File: src/hdl/step_response_monitor_assert.svh
// Assertion macros shared by the step response monitor RTL.
`ifndef STEP_RESPONSE_MONITOR_ASSERT_SVH
`define STEP_RESPONSE_MONITOR_ASSERT_SVH

// The consequent must hold in the same cycle as the antecedent.
`define SRM_ASSERT_SAME(lbl, ante, cons, msg) \
    lbl: assert property (@(posedge i_clk) disable iff (!i_rst_n) (ante) |-> (cons)) \
        else $error(msg);

// The consequent must hold in the cycle after the antecedent.
`define SRM_ASSERT_NEXT(lbl, ante, cons, msg) \
    lbl: assert property (@(posedge i_clk) disable iff (!i_rst_n) (ante) |=> (cons)) \
        else $error(msg);

`endif

File: src/hdl/srm_pkg.sv
// Types and constants of the step response monitor.
package srm_pkg;

    localparam int SETTLE_DEPTH = 10;
    localparam int MODE_DEPTH   = 10;
    localparam int WIN_PTR_W    = $clog2(SETTLE_DEPTH);
    localparam int MODE_PTR_W   = $clog2(MODE_DEPTH);

    localparam int IN_TDATA_W  = 72;
    localparam int OUT_TDATA_W = 96;
    localparam int CFG_DATA_W  = 14;

    localparam logic signed [15:0] WIN_FILL   = -16'sd2560;
    localparam logic signed [15:0] PEAK_INIT  = -16'sd32768;
    localparam logic signed [15:0] TROUGH_INIT = 16'sd32767;
    localparam logic [13:0]        COUNT_MAX  = 14'd10000;
    localparam logic [22:0]        OVS_MAX    = 23'h7FFFFF;
    localparam logic [23:0]        OVS_INIT   = 24'hFFFF00;
    localparam logic [23:0]        SETTLE_INIT = 24'hFFFFFF;
    localparam logic [6:0]         PCT_INIT   = 7'd10;
    localparam logic [13:0]        CAP_INIT   = 14'd1000;

    // Microseconds to milliseconds: ((t >> 3) * MS_RECIP) >> MS_SHIFT equals t / 1000.
    localparam logic [29:0] MS_RECIP = 30'd549755814;
    localparam int          MS_SHIFT = 36;
    localparam int          PROD_W   = 59;

    localparam logic [14:0] OVS_SCALE = 15'd25600;
    localparam logic [6:0]  PCT_SCALE = 7'd100;
    localparam int          DIV_BITS  = 25;
    localparam int          DIV_CNT_W = $clog2(DIV_BITS);
    localparam int          UNIT_W    = 40;

    typedef enum logic [0:0] {
        CFG_SETTLE_PCT = 1'b0,
        CFG_SAMPLE_CAP = 1'b1
    } t_cfg_index;

    typedef enum logic [0:0] {
        ACT_COMMAND = 1'b0,
        ACT_SAMPLE  = 1'b1
    } t_action;

    typedef enum logic [2:0] {
        ST_IDLE,
        ST_EXEC,
        ST_DIV,
        ST_SETTLE,
        ST_WRAP,
        ST_DONE
    } t_state;

endpackage

File: src/hdl/step_response_monitor.sv
// Step response monitor: rise time, settling time and overshoot of a speed loop.
//
// Items arrive on the s_axis channel; tuser carries the action (command or sample)
// and tdata the event time, setpoint, speed and drive-mode flag. Every item yields
// exactly one result transfer on m_axis, reporting the state after that item.
// Settings are written through the cfg channel, which is ready whenever reset is
// released and must be used only while the block is idle.
// A command updates the step state and goes straight to its result. A sample uses
// one shared 40-bit subtract-compare unit: it runs the 25-step overshoot division
// when the extreme moves and neither target nor speed is zero, then checks up to
// ten window entries against the settling band.
// s_axis_tready is high only in the idle state; the block takes the next item
// while its last result still waits in the output register.
// If the receiver stalls, a finished result holds the sequencer before it loads
// the output register, so no result is lost or reordered.
// Reset is synchronous and active low; it restores all settings and measurement
// state, after which the block is ready at once.

`include "step_response_monitor_assert.svh"

module step_response_monitor (
    input  logic                              i_clk,
    input  logic                              i_rst_n,
    input  logic                              s_axis_tvalid,
    output logic                              s_axis_tready,
    // time_us[31:0], setpoint_q8[47:32], speed_q8[63:48], mode_off[64], zero fill
    input  logic [srm_pkg::IN_TDATA_W-1:0]    s_axis_tdata,
    // action[0]
    input  logic [0:0]                        s_axis_tuser,
    output logic                              m_axis_tvalid,
    input  logic                              m_axis_tready,
    // rise_time_ms[22:0], settling_time_ms[46:23], overshoot_now[70:47],
    // overshoot_final[94:71], plot_enable[95]
    output logic [srm_pkg::OUT_TDATA_W-1:0]   m_axis_tdata,
    input  logic                              i_cfg_valid,
    output logic                              o_cfg_ready,
    input  logic [0:0]                        i_cfg_index,
    input  logic [srm_pkg::CFG_DATA_W-1:0]    i_cfg_data
);
    import srm_pkg::*;

    function automatic logic [16:0] abs_diff(input logic signed [15:0] a,
                                             input logic signed [15:0] b);
        logic signed [16:0] d;
        d = {a[15], a} - {b[15], b};
        return d[16] ? (~d + 17'd1) : d;
    endfunction

    t_state n_state, r_state;

    logic [6:0]  r_settle_pct;
    logic [13:0] r_sample_cap;

    t_action            r_action;
    logic [31:0]        r_time;
    logic signed [15:0] r_setpoint;
    logic signed [15:0] r_speed;
    logic               r_mode_off;

    logic signed [15:0]   r_target;
    logic signed [15:0]   r_prior;
    logic [31:0]          r_step_start;
    logic signed [15:0]   r_win [SETTLE_DEPTH];
    logic [WIN_PTR_W-1:0] r_win_pos;
    logic signed [15:0]   r_peak;
    logic signed [15:0]   r_trough;
    logic [23:0]          r_ovs_cur;
    logic [23:0]          r_ovs_lat;
    logic [22:0]          r_rise_res;
    logic [23:0]          r_settle_res;
    logic                 r_rise_armed;
    logic                 r_settle_done;
    logic [13:0]          r_count;
    logic [MODE_DEPTH-1:0] r_mode_win;
    logic [MODE_PTR_W-1:0] r_mode_pos;

    logic [PROD_W-1:0]    r_prod;
    logic                 r_rise_hit;
    logic                 r_div_run;
    logic                 r_neg;
    logic [31:0]          r_rem;
    logic [UNIT_W-1:0]    r_dsor;
    logic [DIV_BITS-1:0]  r_quo;
    logic [DIV_CNT_W-1:0] r_div_cnt;
    logic                 r_settle_chk;
    logic                 r_settle_fail;
    logic [WIN_PTR_W-1:0] r_chk_idx;

    logic                   r_out_valid;
    logic [OUT_TDATA_W-1:0] r_out_data;

    logic [15:0]        abs_tgt;
    logic [16:0]        dev_speed;
    logic [31:0]        ovs_num;
    logic               in_cap;
    logic               peak_upd;
    logic               trough_upd;
    logic               div_start;
    logic               chk_start;
    logic signed [20:0] s10;
    logic signed [20:0] t9;
    logic signed [20:0] t11;
    logic               crossed;
    logic [31:0]        dt;
    logic [22:0]        elapsed;
    logic [16:0]        dev_win;
    logic [22:0]        band_lhs;
    logic [23:0]        band_rhs;
    logic [UNIT_W-1:0]  u_a;
    logic [UNIT_W-1:0]  u_b;
    logic [UNIT_W:0]    u_diff;
    logic               u_ge;
    logic               out_load;
    logic [22:0]        ovs_mag;
    logic [23:0]        ovs_ext;
    logic [23:0]        ovs_div;

    assign o_cfg_ready   = i_rst_n;
    assign m_axis_tvalid = r_out_valid;
    assign m_axis_tdata  = r_out_data;

    assign abs_tgt    = r_target[15] ? (~r_target + 16'd1) : r_target;
    assign dev_speed  = abs_diff(r_speed, r_target);
    assign ovs_num    = 32'(dev_speed) * 32'(OVS_SCALE);
    assign in_cap     = r_count <= r_sample_cap;
    assign peak_upd   = (r_prior <= r_target) && in_cap && (r_speed >= r_peak);
    assign trough_upd = (r_prior > r_target) && in_cap && (r_speed <= r_trough);
    assign div_start  = (peak_upd || trough_upd) && (r_target != 16'sd0)
                        && (r_speed != 16'sd0);
    assign chk_start  = !r_settle_done && (r_target != 16'sd0);

    assign s10 = $signed({{5{r_speed[15]}}, r_speed}) * 21'sd10;
    assign t9  = $signed({{5{r_target[15]}}, r_target}) * 21'sd9;
    assign t11 = $signed({{5{r_target[15]}}, r_target}) * 21'sd11;
    assign crossed = ((r_prior < r_target) && (s10 > t9))
                     || ((r_prior > r_target) && (s10 < t11));

    assign dt      = r_time - r_step_start;
    assign elapsed = r_prod[PROD_W-1:MS_SHIFT];

    assign dev_win  = abs_diff(r_win[r_chk_idx], r_target);
    assign band_lhs = 23'(r_settle_pct) * 23'(abs_tgt);
    assign band_rhs = 24'(dev_win) * 24'(PCT_SCALE);

    assign u_diff = {1'b0, u_a} - {1'b0, u_b};
    assign u_ge   = ~u_diff[UNIT_W];

    assign ovs_mag = (r_quo[DIV_BITS-1] || r_quo[DIV_BITS-2]) ? OVS_MAX : r_quo[22:0];
    assign ovs_ext = {1'b0, ovs_mag};
    assign ovs_div = r_neg ? (~ovs_ext + 24'd1) : ovs_ext;

    always_comb begin
        n_state = r_state;
        unique case (r_state)
            ST_IDLE: begin
                if (s_axis_tvalid) begin
                    n_state = ST_EXEC;
                end
            end
            ST_EXEC: begin
                if (r_action == ACT_COMMAND) begin
                    n_state = ST_DONE;
                end else if (div_start) begin
                    n_state = ST_DIV;
                end else if (chk_start) begin
                    n_state = ST_SETTLE;
                end else begin
                    n_state = ST_WRAP;
                end
            end
            ST_DIV: begin
                if (r_div_cnt == '0) begin
                    n_state = r_settle_chk ? ST_SETTLE : ST_WRAP;
                end
            end
            ST_SETTLE: begin
                if (!u_ge || (r_chk_idx == WIN_PTR_W'(SETTLE_DEPTH - 1))) begin
                    n_state = ST_WRAP;
                end
            end
            ST_WRAP: begin
                n_state = ST_DONE;
            end
            ST_DONE: begin
                if (out_load) begin
                    n_state = ST_IDLE;
                end
            end
            default: begin
                n_state = ST_IDLE;
            end
        endcase
    end

    always_comb begin
        s_axis_tready = 1'b0;
        out_load      = 1'b0;
        u_a           = UNIT_W'(band_lhs);
        u_b           = UNIT_W'(band_rhs);
        unique case (r_state)
            ST_IDLE: begin
                s_axis_tready = i_rst_n;
            end
            ST_DIV: begin
                u_a = UNIT_W'(r_rem);
                u_b = r_dsor;
            end
            ST_DONE: begin
                out_load = !r_out_valid || m_axis_tready;
            end
            default: begin
                s_axis_tready = 1'b0;
            end
        endcase
    end

    always_ff @(posedge i_clk) begin
        if (!i_rst_n) begin
            r_state       <= ST_IDLE;
            r_settle_pct  <= PCT_INIT;
            r_sample_cap  <= CAP_INIT;
            r_target      <= '0;
            r_prior       <= '0;
            r_step_start  <= '0;
            for (int k = 0; k < SETTLE_DEPTH; k++) begin
                r_win[k] <= WIN_FILL;
            end
            r_win_pos     <= '0;
            r_peak        <= PEAK_INIT;
            r_trough      <= TROUGH_INIT;
            r_ovs_cur     <= OVS_INIT;
            r_ovs_lat     <= '0;
            r_rise_res    <= '0;
            r_settle_res  <= SETTLE_INIT;
            r_rise_armed  <= 1'b0;
            r_settle_done <= 1'b0;
            r_count       <= '0;
            r_mode_win    <= '0;
            r_mode_pos    <= '0;
            r_rise_hit    <= 1'b0;
            r_div_run     <= 1'b0;
            r_settle_chk  <= 1'b0;
            r_settle_fail <= 1'b0;
            r_chk_idx     <= '0;
            r_div_cnt     <= '0;
            r_out_valid   <= 1'b0;
        end else begin
            r_state <= n_state;

            if (i_cfg_valid) begin
                unique case (t_cfg_index'(i_cfg_index))
                    CFG_SETTLE_PCT: r_settle_pct <= i_cfg_data[6:0];
                    CFG_SAMPLE_CAP: r_sample_cap <= i_cfg_data;
                    default: r_sample_cap <= r_sample_cap;
                endcase
            end

            if (out_load) begin
                r_out_valid <= 1'b1;
            end else if (m_axis_tready) begin
                r_out_valid <= 1'b0;
            end

            case (r_state)
                ST_EXEC: begin
                    if (r_action == ACT_COMMAND) begin
                        r_prior       <= r_target;
                        r_target      <= r_setpoint;
                        r_step_start  <= r_time;
                        for (int k = 0; k < SETTLE_DEPTH; k++) begin
                            r_win[k] <= WIN_FILL;
                        end
                        r_win_pos     <= '0;
                        r_peak        <= PEAK_INIT;
                        r_trough      <= TROUGH_INIT;
                        r_rise_res    <= '0;
                        r_count       <= '0;
                        r_settle_done <= 1'b0;
                        r_rise_armed  <= 1'b1;
                        r_ovs_lat     <= r_ovs_cur;
                        r_rise_hit    <= 1'b0;
                        r_div_run     <= 1'b0;
                        r_settle_chk  <= 1'b0;
                    end else begin
                        r_mode_win[r_mode_pos] <= r_mode_off;
                        r_mode_pos <= (r_mode_pos == MODE_PTR_W'(MODE_DEPTH - 1))
                                      ? '0 : r_mode_pos + 1'b1;
                        if (peak_upd) begin
                            r_peak <= r_speed;
                        end
                        if (trough_upd) begin
                            r_trough <= r_speed;
                        end
                        if (peak_upd || trough_upd) begin
                            if (r_target == 16'sd0) begin
                                r_ovs_cur <= {1'b0, OVS_MAX};
                            end else if (r_speed == 16'sd0) begin
                                r_ovs_cur <= '0;
                            end
                        end
                        r_div_run  <= div_start;
                        r_div_cnt  <= DIV_CNT_W'(DIV_BITS - 1);
                        r_rise_hit <= r_rise_armed && crossed;
                        if (r_rise_armed && crossed) begin
                            r_rise_armed <= 1'b0;
                        end
                        r_win[r_win_pos] <= r_speed;
                        r_win_pos <= (r_win_pos == WIN_PTR_W'(SETTLE_DEPTH - 1))
                                     ? '0 : r_win_pos + 1'b1;
                        if (r_count < COUNT_MAX) begin
                            r_count <= r_count + 14'd1;
                        end
                        r_settle_chk  <= chk_start;
                        r_settle_fail <= 1'b0;
                        r_chk_idx     <= '0;
                    end
                end
                ST_DIV: begin
                    r_div_cnt <= r_div_cnt - 1'b1;
                end
                ST_SETTLE: begin
                    if (!u_ge) begin
                        r_settle_fail <= 1'b1;
                    end
                    r_chk_idx <= r_chk_idx + 1'b1;
                end
                ST_WRAP: begin
                    if (r_div_run) begin
                        r_ovs_cur <= ovs_div;
                    end
                    r_div_run <= 1'b0;
                    if (r_rise_hit) begin
                        r_rise_res <= elapsed;
                    end
                    if (r_settle_chk && !r_settle_fail) begin
                        r_settle_res  <= {1'b0, elapsed};
                        r_settle_done <= 1'b1;
                    end
                end
                default: begin
                    r_chk_idx <= r_chk_idx;
                end
            endcase
        end
    end

    always_ff @(posedge i_clk) begin
        if (s_axis_tvalid && s_axis_tready) begin
            r_action   <= t_action'(s_axis_tuser[0]);
            r_time     <= s_axis_tdata[31:0];
            r_setpoint <= s_axis_tdata[47:32];
            r_speed    <= s_axis_tdata[63:48];
            r_mode_off <= s_axis_tdata[64];
        end
        if (r_state == ST_EXEC) begin
            r_prod  <= PROD_W'(dt[31:3]) * PROD_W'(MS_RECIP);
            r_rem   <= ovs_num;
            r_dsor  <= {abs_tgt, 24'd0};
            r_quo   <= '0;
            r_neg   <= r_target[15];
        end else if (r_state == ST_DIV) begin
            if (u_ge) begin
                r_rem <= u_diff[31:0];
            end
            r_quo  <= {r_quo[DIV_BITS-2:0], u_ge};
            r_dsor <= r_dsor >> 1;
        end
        if (out_load) begin
            r_out_data <= {~&r_mode_win, r_ovs_lat, r_ovs_cur, r_settle_res, r_rise_res};
        end
    end

    `SRM_ASSERT_NEXT(a_accept_starts, s_axis_tvalid && s_axis_tready, r_state == ST_EXEC, "accept lost")
    `SRM_ASSERT_NEXT(a_load_valid, out_load, m_axis_tvalid, "result not presented")
    `SRM_ASSERT_SAME(a_settle_result, r_settle_done, r_settle_res != SETTLE_INIT, "no settling time")
    `SRM_ASSERT_SAME(a_check_armed, r_state == ST_SETTLE, r_settle_chk, "window check not armed")

endmodule
File: config.mk
export PLATFORM = sky130hd
export DESIGN_NAME = step_response_monitor
export DESIGN_NICKNAME = d
export VERILOG_FILES = /design/src/hdl/srm_pkg.sv /design/src/hdl/step_response_monitor.sv
export VERILOG_INCLUDE_DIRS = /design/src /design/src/hdl
export SDC_FILE = /design/constraint.sdc
export NUM_CORES = 2
export LEC_CHECK = 0
export ABC_AREA = 1
export BUFFER_PORTS_ARGS = -buffer_cell sky130_fd_sc_hd__buf_2
export CAP_MARGIN = 20
export CORE_MARGIN = 5
export CORE_UTILIZATION = 58
export DETAILED_ROUTE_END_ITERATION = 7
export HOLD_SLACK_MARGIN = 0.1
export MAX_ROUTING_LAYER = met4
export PLACE_DENSITY = 0.76
export SYNTH_ARGS = -nofsm -noshare
export SYNTH_HDL_FRONTEND = slang
export SYNTH_SLANG_ARGS = --single-unit
File: constraint.sdc
create_clock -name i_clk -period 12.95 [get_ports i_clk]
set_input_delay 2.59 -clock i_clk [delete_from_list [all_inputs] [get_ports i_clk]]
set_output_delay 2.59 -clock i_clk [all_outputs]
set_load 0.03 [all_outputs]
# After elaboration in Yosys (flattened, before gate mapping)
# Memory sizes are Yosys's and may differ from the RTL's. A register that Yosys moved wholly into a read port is not among the register bits.
# Cells that the tools add are included.
dict set report word_totals {
  ff_bits 581
  mem_bits_rw 160
  input_bits 93
  output_inout_bits 99
  wordCells 250
  memories 1
}
dict set report classes {
  n_addsub 13
  n_mul 7
  order_cmp 11
  n_eq_ne 25
  mux 86
  bitwise_logic 17
  n_reduce_logical 52
}
# name words width rd rd_clocked_by_memory_dff write_ports line_no
set mem_list {}
lappend mem_list {r_win 10 16 1 1 10 step_response_monitor.sv:63} ;# logic signed [15:0] r_win [SETTLE_DEPTH];
# op n
set op_table {}
lappend op_table {{16-bit 2-to-1 mux} 16}
lappend op_table {{24-bit 2-to-1 mux} 6}
lappend op_table {{32-bit 2-to-1 mux} 4}
lappend op_table {{40-bit 2-to-1 mux} 3}
lappend op_table {{23-bit 2-to-1 mux} 3}
lappend op_table {{29-bit by 29-bit multiplier with 58-bit output (second input constant)} 1}
lappend op_table {{24-bit one-hot mux with 2 select lines} 1}
lappend op_table {{23-bit one-hot mux with 2 select lines} 1}
lappend op_table {{17-bit by 5-bit multiplier with 22-bit output (second input constant)} 2}
lappend op_table {{16-bit by 5-bit multiplier with 21-bit output (second input constant)} 2}
lappend op_table {{40-bit by 40-bit subtractor with 41-bit output} 1}
lappend op_table {{17-bit by 1-bit adder with 17-bit output (second input constant)} 2}
lappend op_table {{17-bit 2-to-1 mux} 2}
lappend op_table {{17-bit NOT} 2}
lappend op_table {{16-bit by 16-bit subtractor with 17-bit output} 2}
lappend op_table {{16-bit <= comparator} 2}
lappend op_table {{16-bit logical NOT} 2}
lappend op_table {{16-bit nonzero test} 2}
lappend op_table {{32-bit subtractor} 1}
lappend op_table {{14-bit 2-to-1 mux} 2}
lappend op_table {{4-bit 2-to-1 mux} 7}
lappend op_table {{2-bit AND reduction} 13}
lappend op_table {{24-bit by 1-bit adder with 24-bit output (second input constant)} 1}
lappend op_table {{1-bit 2-to-1 mux} 24}
lappend op_table {{other kinds (45)} 109}

# Longest topological paths before layout
dict set report logic_depth {
  ltp_word 10
  mapped_depth 56
  mapped_depth_nobuf 54
}

# Worst setup path after synthesis
# OpenSTA, ideal clock, no wires.
dict set report synth_path {
  path_type {input -> register}
  start {in m_axis_tready}
  end {reg r_out_data[0] (netlist: m_axis_tdata[0]), enable pin}
  setup_time_ns 0.790
  arrival_time_ns 11.752
  t_required_ns 12.160
  path_slack_ns 0.407
  cell_stages 2
  path_buffers 0
  path_cell_list {nor2_1 nor4_1}
}
dict set report synth_via {
  elab_chain_cells 2
}
# item line_no
set synth_lines {}
lappend synth_lines {{from (decl)} step_response_monitor.sv:31} ;# input logic m_axis_tready,
lappend synth_lines {{1-bit logical OR} step_response_monitor.sv:209} ;# out_load = !r_out_valid || m_axis_tready;
lappend synth_lines {{1-bit 2-to-1 mux} step_response_monitor.sv:200} ;# unique case (r_state)
lappend synth_lines {{named net out_load} step_response_monitor.sv:113} ;# logic out_load;
lappend synth_lines {{to (signal assigned)} step_response_monitor.sv:369} ;# r_out_data <= {~&r_mode_win, r_ovs_lat, r_ovs_cur, r_settle_res, r_rise_res};
lappend synth_lines {{to (decl)} step_response_monitor.sv:90} ;# logic [OUT_TDATA_W-1:0] r_out_data;
# The timed path passes the listed nets, and every way through them passes these cells.
# A chain may end at the register's enable or synchronous reset.

==> impl_metrics.tcl <==
set metrics [dict create \
    cts-buffers-inserted 88 \
    die_area_um2 117000 \
    totalWireLength_mm 174 \
    antenna_left 0 \
    ys_types 60 \
    ys_warn_count 0 \
    synth_area_per_cell_um2 8.66 \
    skew_ns 0.0453 \
    place_ws_ns 2.31 \
    synth_edf_count 480 \
    worst_ep_arrival_time_ns 10.47 \
    yosysTopAreaCell "edfxtp_1" \
    netlist_area_um2 63900 \
    drv_cap 0 \
    slowest_stage "inv_2" \
    rows 121 \
    start_util_pct 58.5 \
    cts.sinks 806 \
    die_y_um 342 \
    syn_to_final_growth_pct 8.60 \
    cts_tree "built" \
    timing.final.crit_share_pct 78.1 \
    cts_resized 0 \
    cts_buffer_depth 3 \
    rsz0062_at_grt "false" \
    synthTopCellsByArea "edfxtp_1 (23%), ha_1 (16%), fa_1 (12%)" \
    overflow 0 \
    critPathMaxFanout 40 \
    hold_violations 0 \
    setup_ws_ns 2.84 \
    worst_pin_slew_ns 1.07 \
    ctsHoldBuffers 0 \
    vias 51200 \
    grt_pass1_wl_mm 276 \
    finalCoreUtilization_pct 63.5 \
    clock_latency_ns 0.70 \
    cts_setup_buffers 0 \
    vias_per_cell 5.64 \
    die_w_um 342 \
    drt_iter0_markers 4070 \
    yosysTopAreaCellShare_pct 22.6 \
    slew_viol_final 0 \
    async_flop_share_pct 0 \
    fin_setup_tns_ns 0 \
    slew_headroom_pct 28.8 \
    layout_min_cycle_time_ns 10.11 \
    path_delay_family "simple AND/OR/NAND/NOR gates" \
    status "completed" \
    hold_path.class "flop to flop" \
    wl_per_cell_um 19.1 \
    fmax_ghz 0.0989 \
    yosysSeqAreaShare_pct 32.8 \
    grt_pass1_vias 51200 \
    stdcell_count 9073 \
    root_buffer "clkbuf_16" \
    grt_max_degree 96 \
    finalSetupViolCount 0 \
    fin_nets 8805 \
    crit_top_cell "nand2_1" \
    ios 192 \
    routabilityCongestion 0.956 \
    ys.flop_type "edfxtp_1" \
    syn_inst 7373 \
    crit_buf_inv 8 \
    worst_setup_path_end_kind "flop" \
    synth_fp_nets 8657 \
    core_area_um2 109000 \
    drive_gt1_share_pct 6.57 \
    crit_path_max_incr_delay_ns 0.65 \
    critical_path_class "flop to flop" \
    startpoint_type "flop" \
    cp.required_ns 13.32 \
    grt_use_total_pct 30.6 \
    cts_max_level 3 \
    dp.cells 8905 \
    dp_hpwl_mm 133 \
    first_pass_iters 6 \
    yosys_register_bits 806 \
    drc 0 \
    antenna_found_initial 4 \
    placement.io_buffers 184 \
    cts.clk_slew.worst_paths_ns 0.06 \
]
[area by class of cell]
cell class                 instances  area (um2)
fill                            9143       39800
multi-input combinational       5009       37000
sequential                       806       20900
inverter                        1360        5100
clock buffer                     116        2410
tap                             1476        1850
timing repair buffer             256        1510
clock inverter                    48         475
antenna                            2        5.00
[Yosys cell counts (21+ instances only)]
master    count
nor3_1       60
ha_1        815
nand3b_1     32
inv_1      1328
fa_1        376
o21a_1       23
xor2_1      133
edfxtp_1    480
a31oi_1      31
mux2i_1      69
nor2_1      503
nand4_1      75
nor2_2       21
buf_2        29
nand2_1    1144
o21ai_0     460
o211ai_1    103
a21oi_1     550
nand3_1     316
inv_2        28
dfxtp_1     326
o22ai_1      32
nor4_1       24
xnor2_1      66
clkbuf_1    144
[metrics by stage]
stage | hold slack [ns] | area, um2
floorplan | 0.408 | 63900
global placement | 0.412 | 66400
detailed placement | 0.413 | 66400
CTS | 0.420 | 69300
global route | 0.436 | 69300
finish | 0.427 | 69300
[placed cells by master, fill, tap and decap left out, drive strengths merged, types with 25 or more instances in the layout]
cell / synthesis / routed
inv: 1356 / 1361
nand2: 1154 / 1154
ha: 815 / 815
a21oi: 551 / 551
nor2: 525 / 525
edfxtp: 480 / 480
o21ai: 479 / 479
fa: 376 / 376
dfxtp: 326 / 326
nand3: 321 / 321
buf: 54 / 256
xor2: 137 / 137
clkbuf: 144 / 116
o211ai: 103 / 103
nand4: 75 / 75
xnor2: 71 / 71
mux2i: 69 / 69
nor3: 62 / 62
clkinv: 4 / 34
nand3b: 32 / 32
o22ai: 32 / 32
a31oi: 32 / 32
nor4: 25 / 25
[path summary, 6_finish.rpt]
check | startpoint | end | slack [ns] | cells after the start
worst min register to register | r_ovs_cur[0] | m_axis_tdata[47] | 0.43 | 0
worst max register to register | flop | r_rem[27] | 2.84 | 46
worst min-delay path | r_ovs_cur[0] | m_axis_tdata[47] | 0.43 | 0
worst max-delay path | flop | r_rem[27] | 2.84 | 46
[cells by family (layout without fill, tap and decap cells)]
logic type | Yosys count | in the layout | share of synthesized area (%)
fa+ha+maj | 1191 | 1191 | 27.8
compound gates | 1318 | 1318 | 11.4
simple gates | 2223 | 2223 | 14.7
xor+xnor | 208 | 208 | 2.96
mux | 69 | 69 | 1.08
flops | 806 | 806 | 32.8
buf+inv | 1558 | 1780 | 9.26
other cells | 0 | 2 | 0
[flip-flops by register name, summed over array words and instances, names as in the netlist, 23 cells and up, named ones only]
name	count
r_quo	25
r_rem	32
r_time	32
r_ovs_lat	24
r_ovs_cur	24
r_settle_res	24
r_prod	23
r_dsor	40
r_rise_res	23
r_win	256
m_axis_tdata	96
r_step_start	32
[per-layer routing]
layer,vias up,track usage (%),share of wire [%]
li1,24700,-,-
met1,24500,38.4,41
met2,1660,50.1,47
met3,398,4.19,6.6
met4,0,13.1,5.0
met5,-,-,0
[worst register-to-register path: cells and delay by family (launching register included)]
| kind | cells | cell delay [ns] |
|---|---|---|
| AO/OA/AOI/OAI | 5 | 1.18 |
| adder cells (fa/ha/maj) | 7 | 2.34 |
| buffers and inverters | 8 | 1.76 |
| flip-flops | 1 | 0.44 |
| AND/OR/NAND/NOR | 26 | 4.07 |
Power is not shown: default switching activity piles up to over one toggle a cycle in this logic, so the estimate is an artifact.
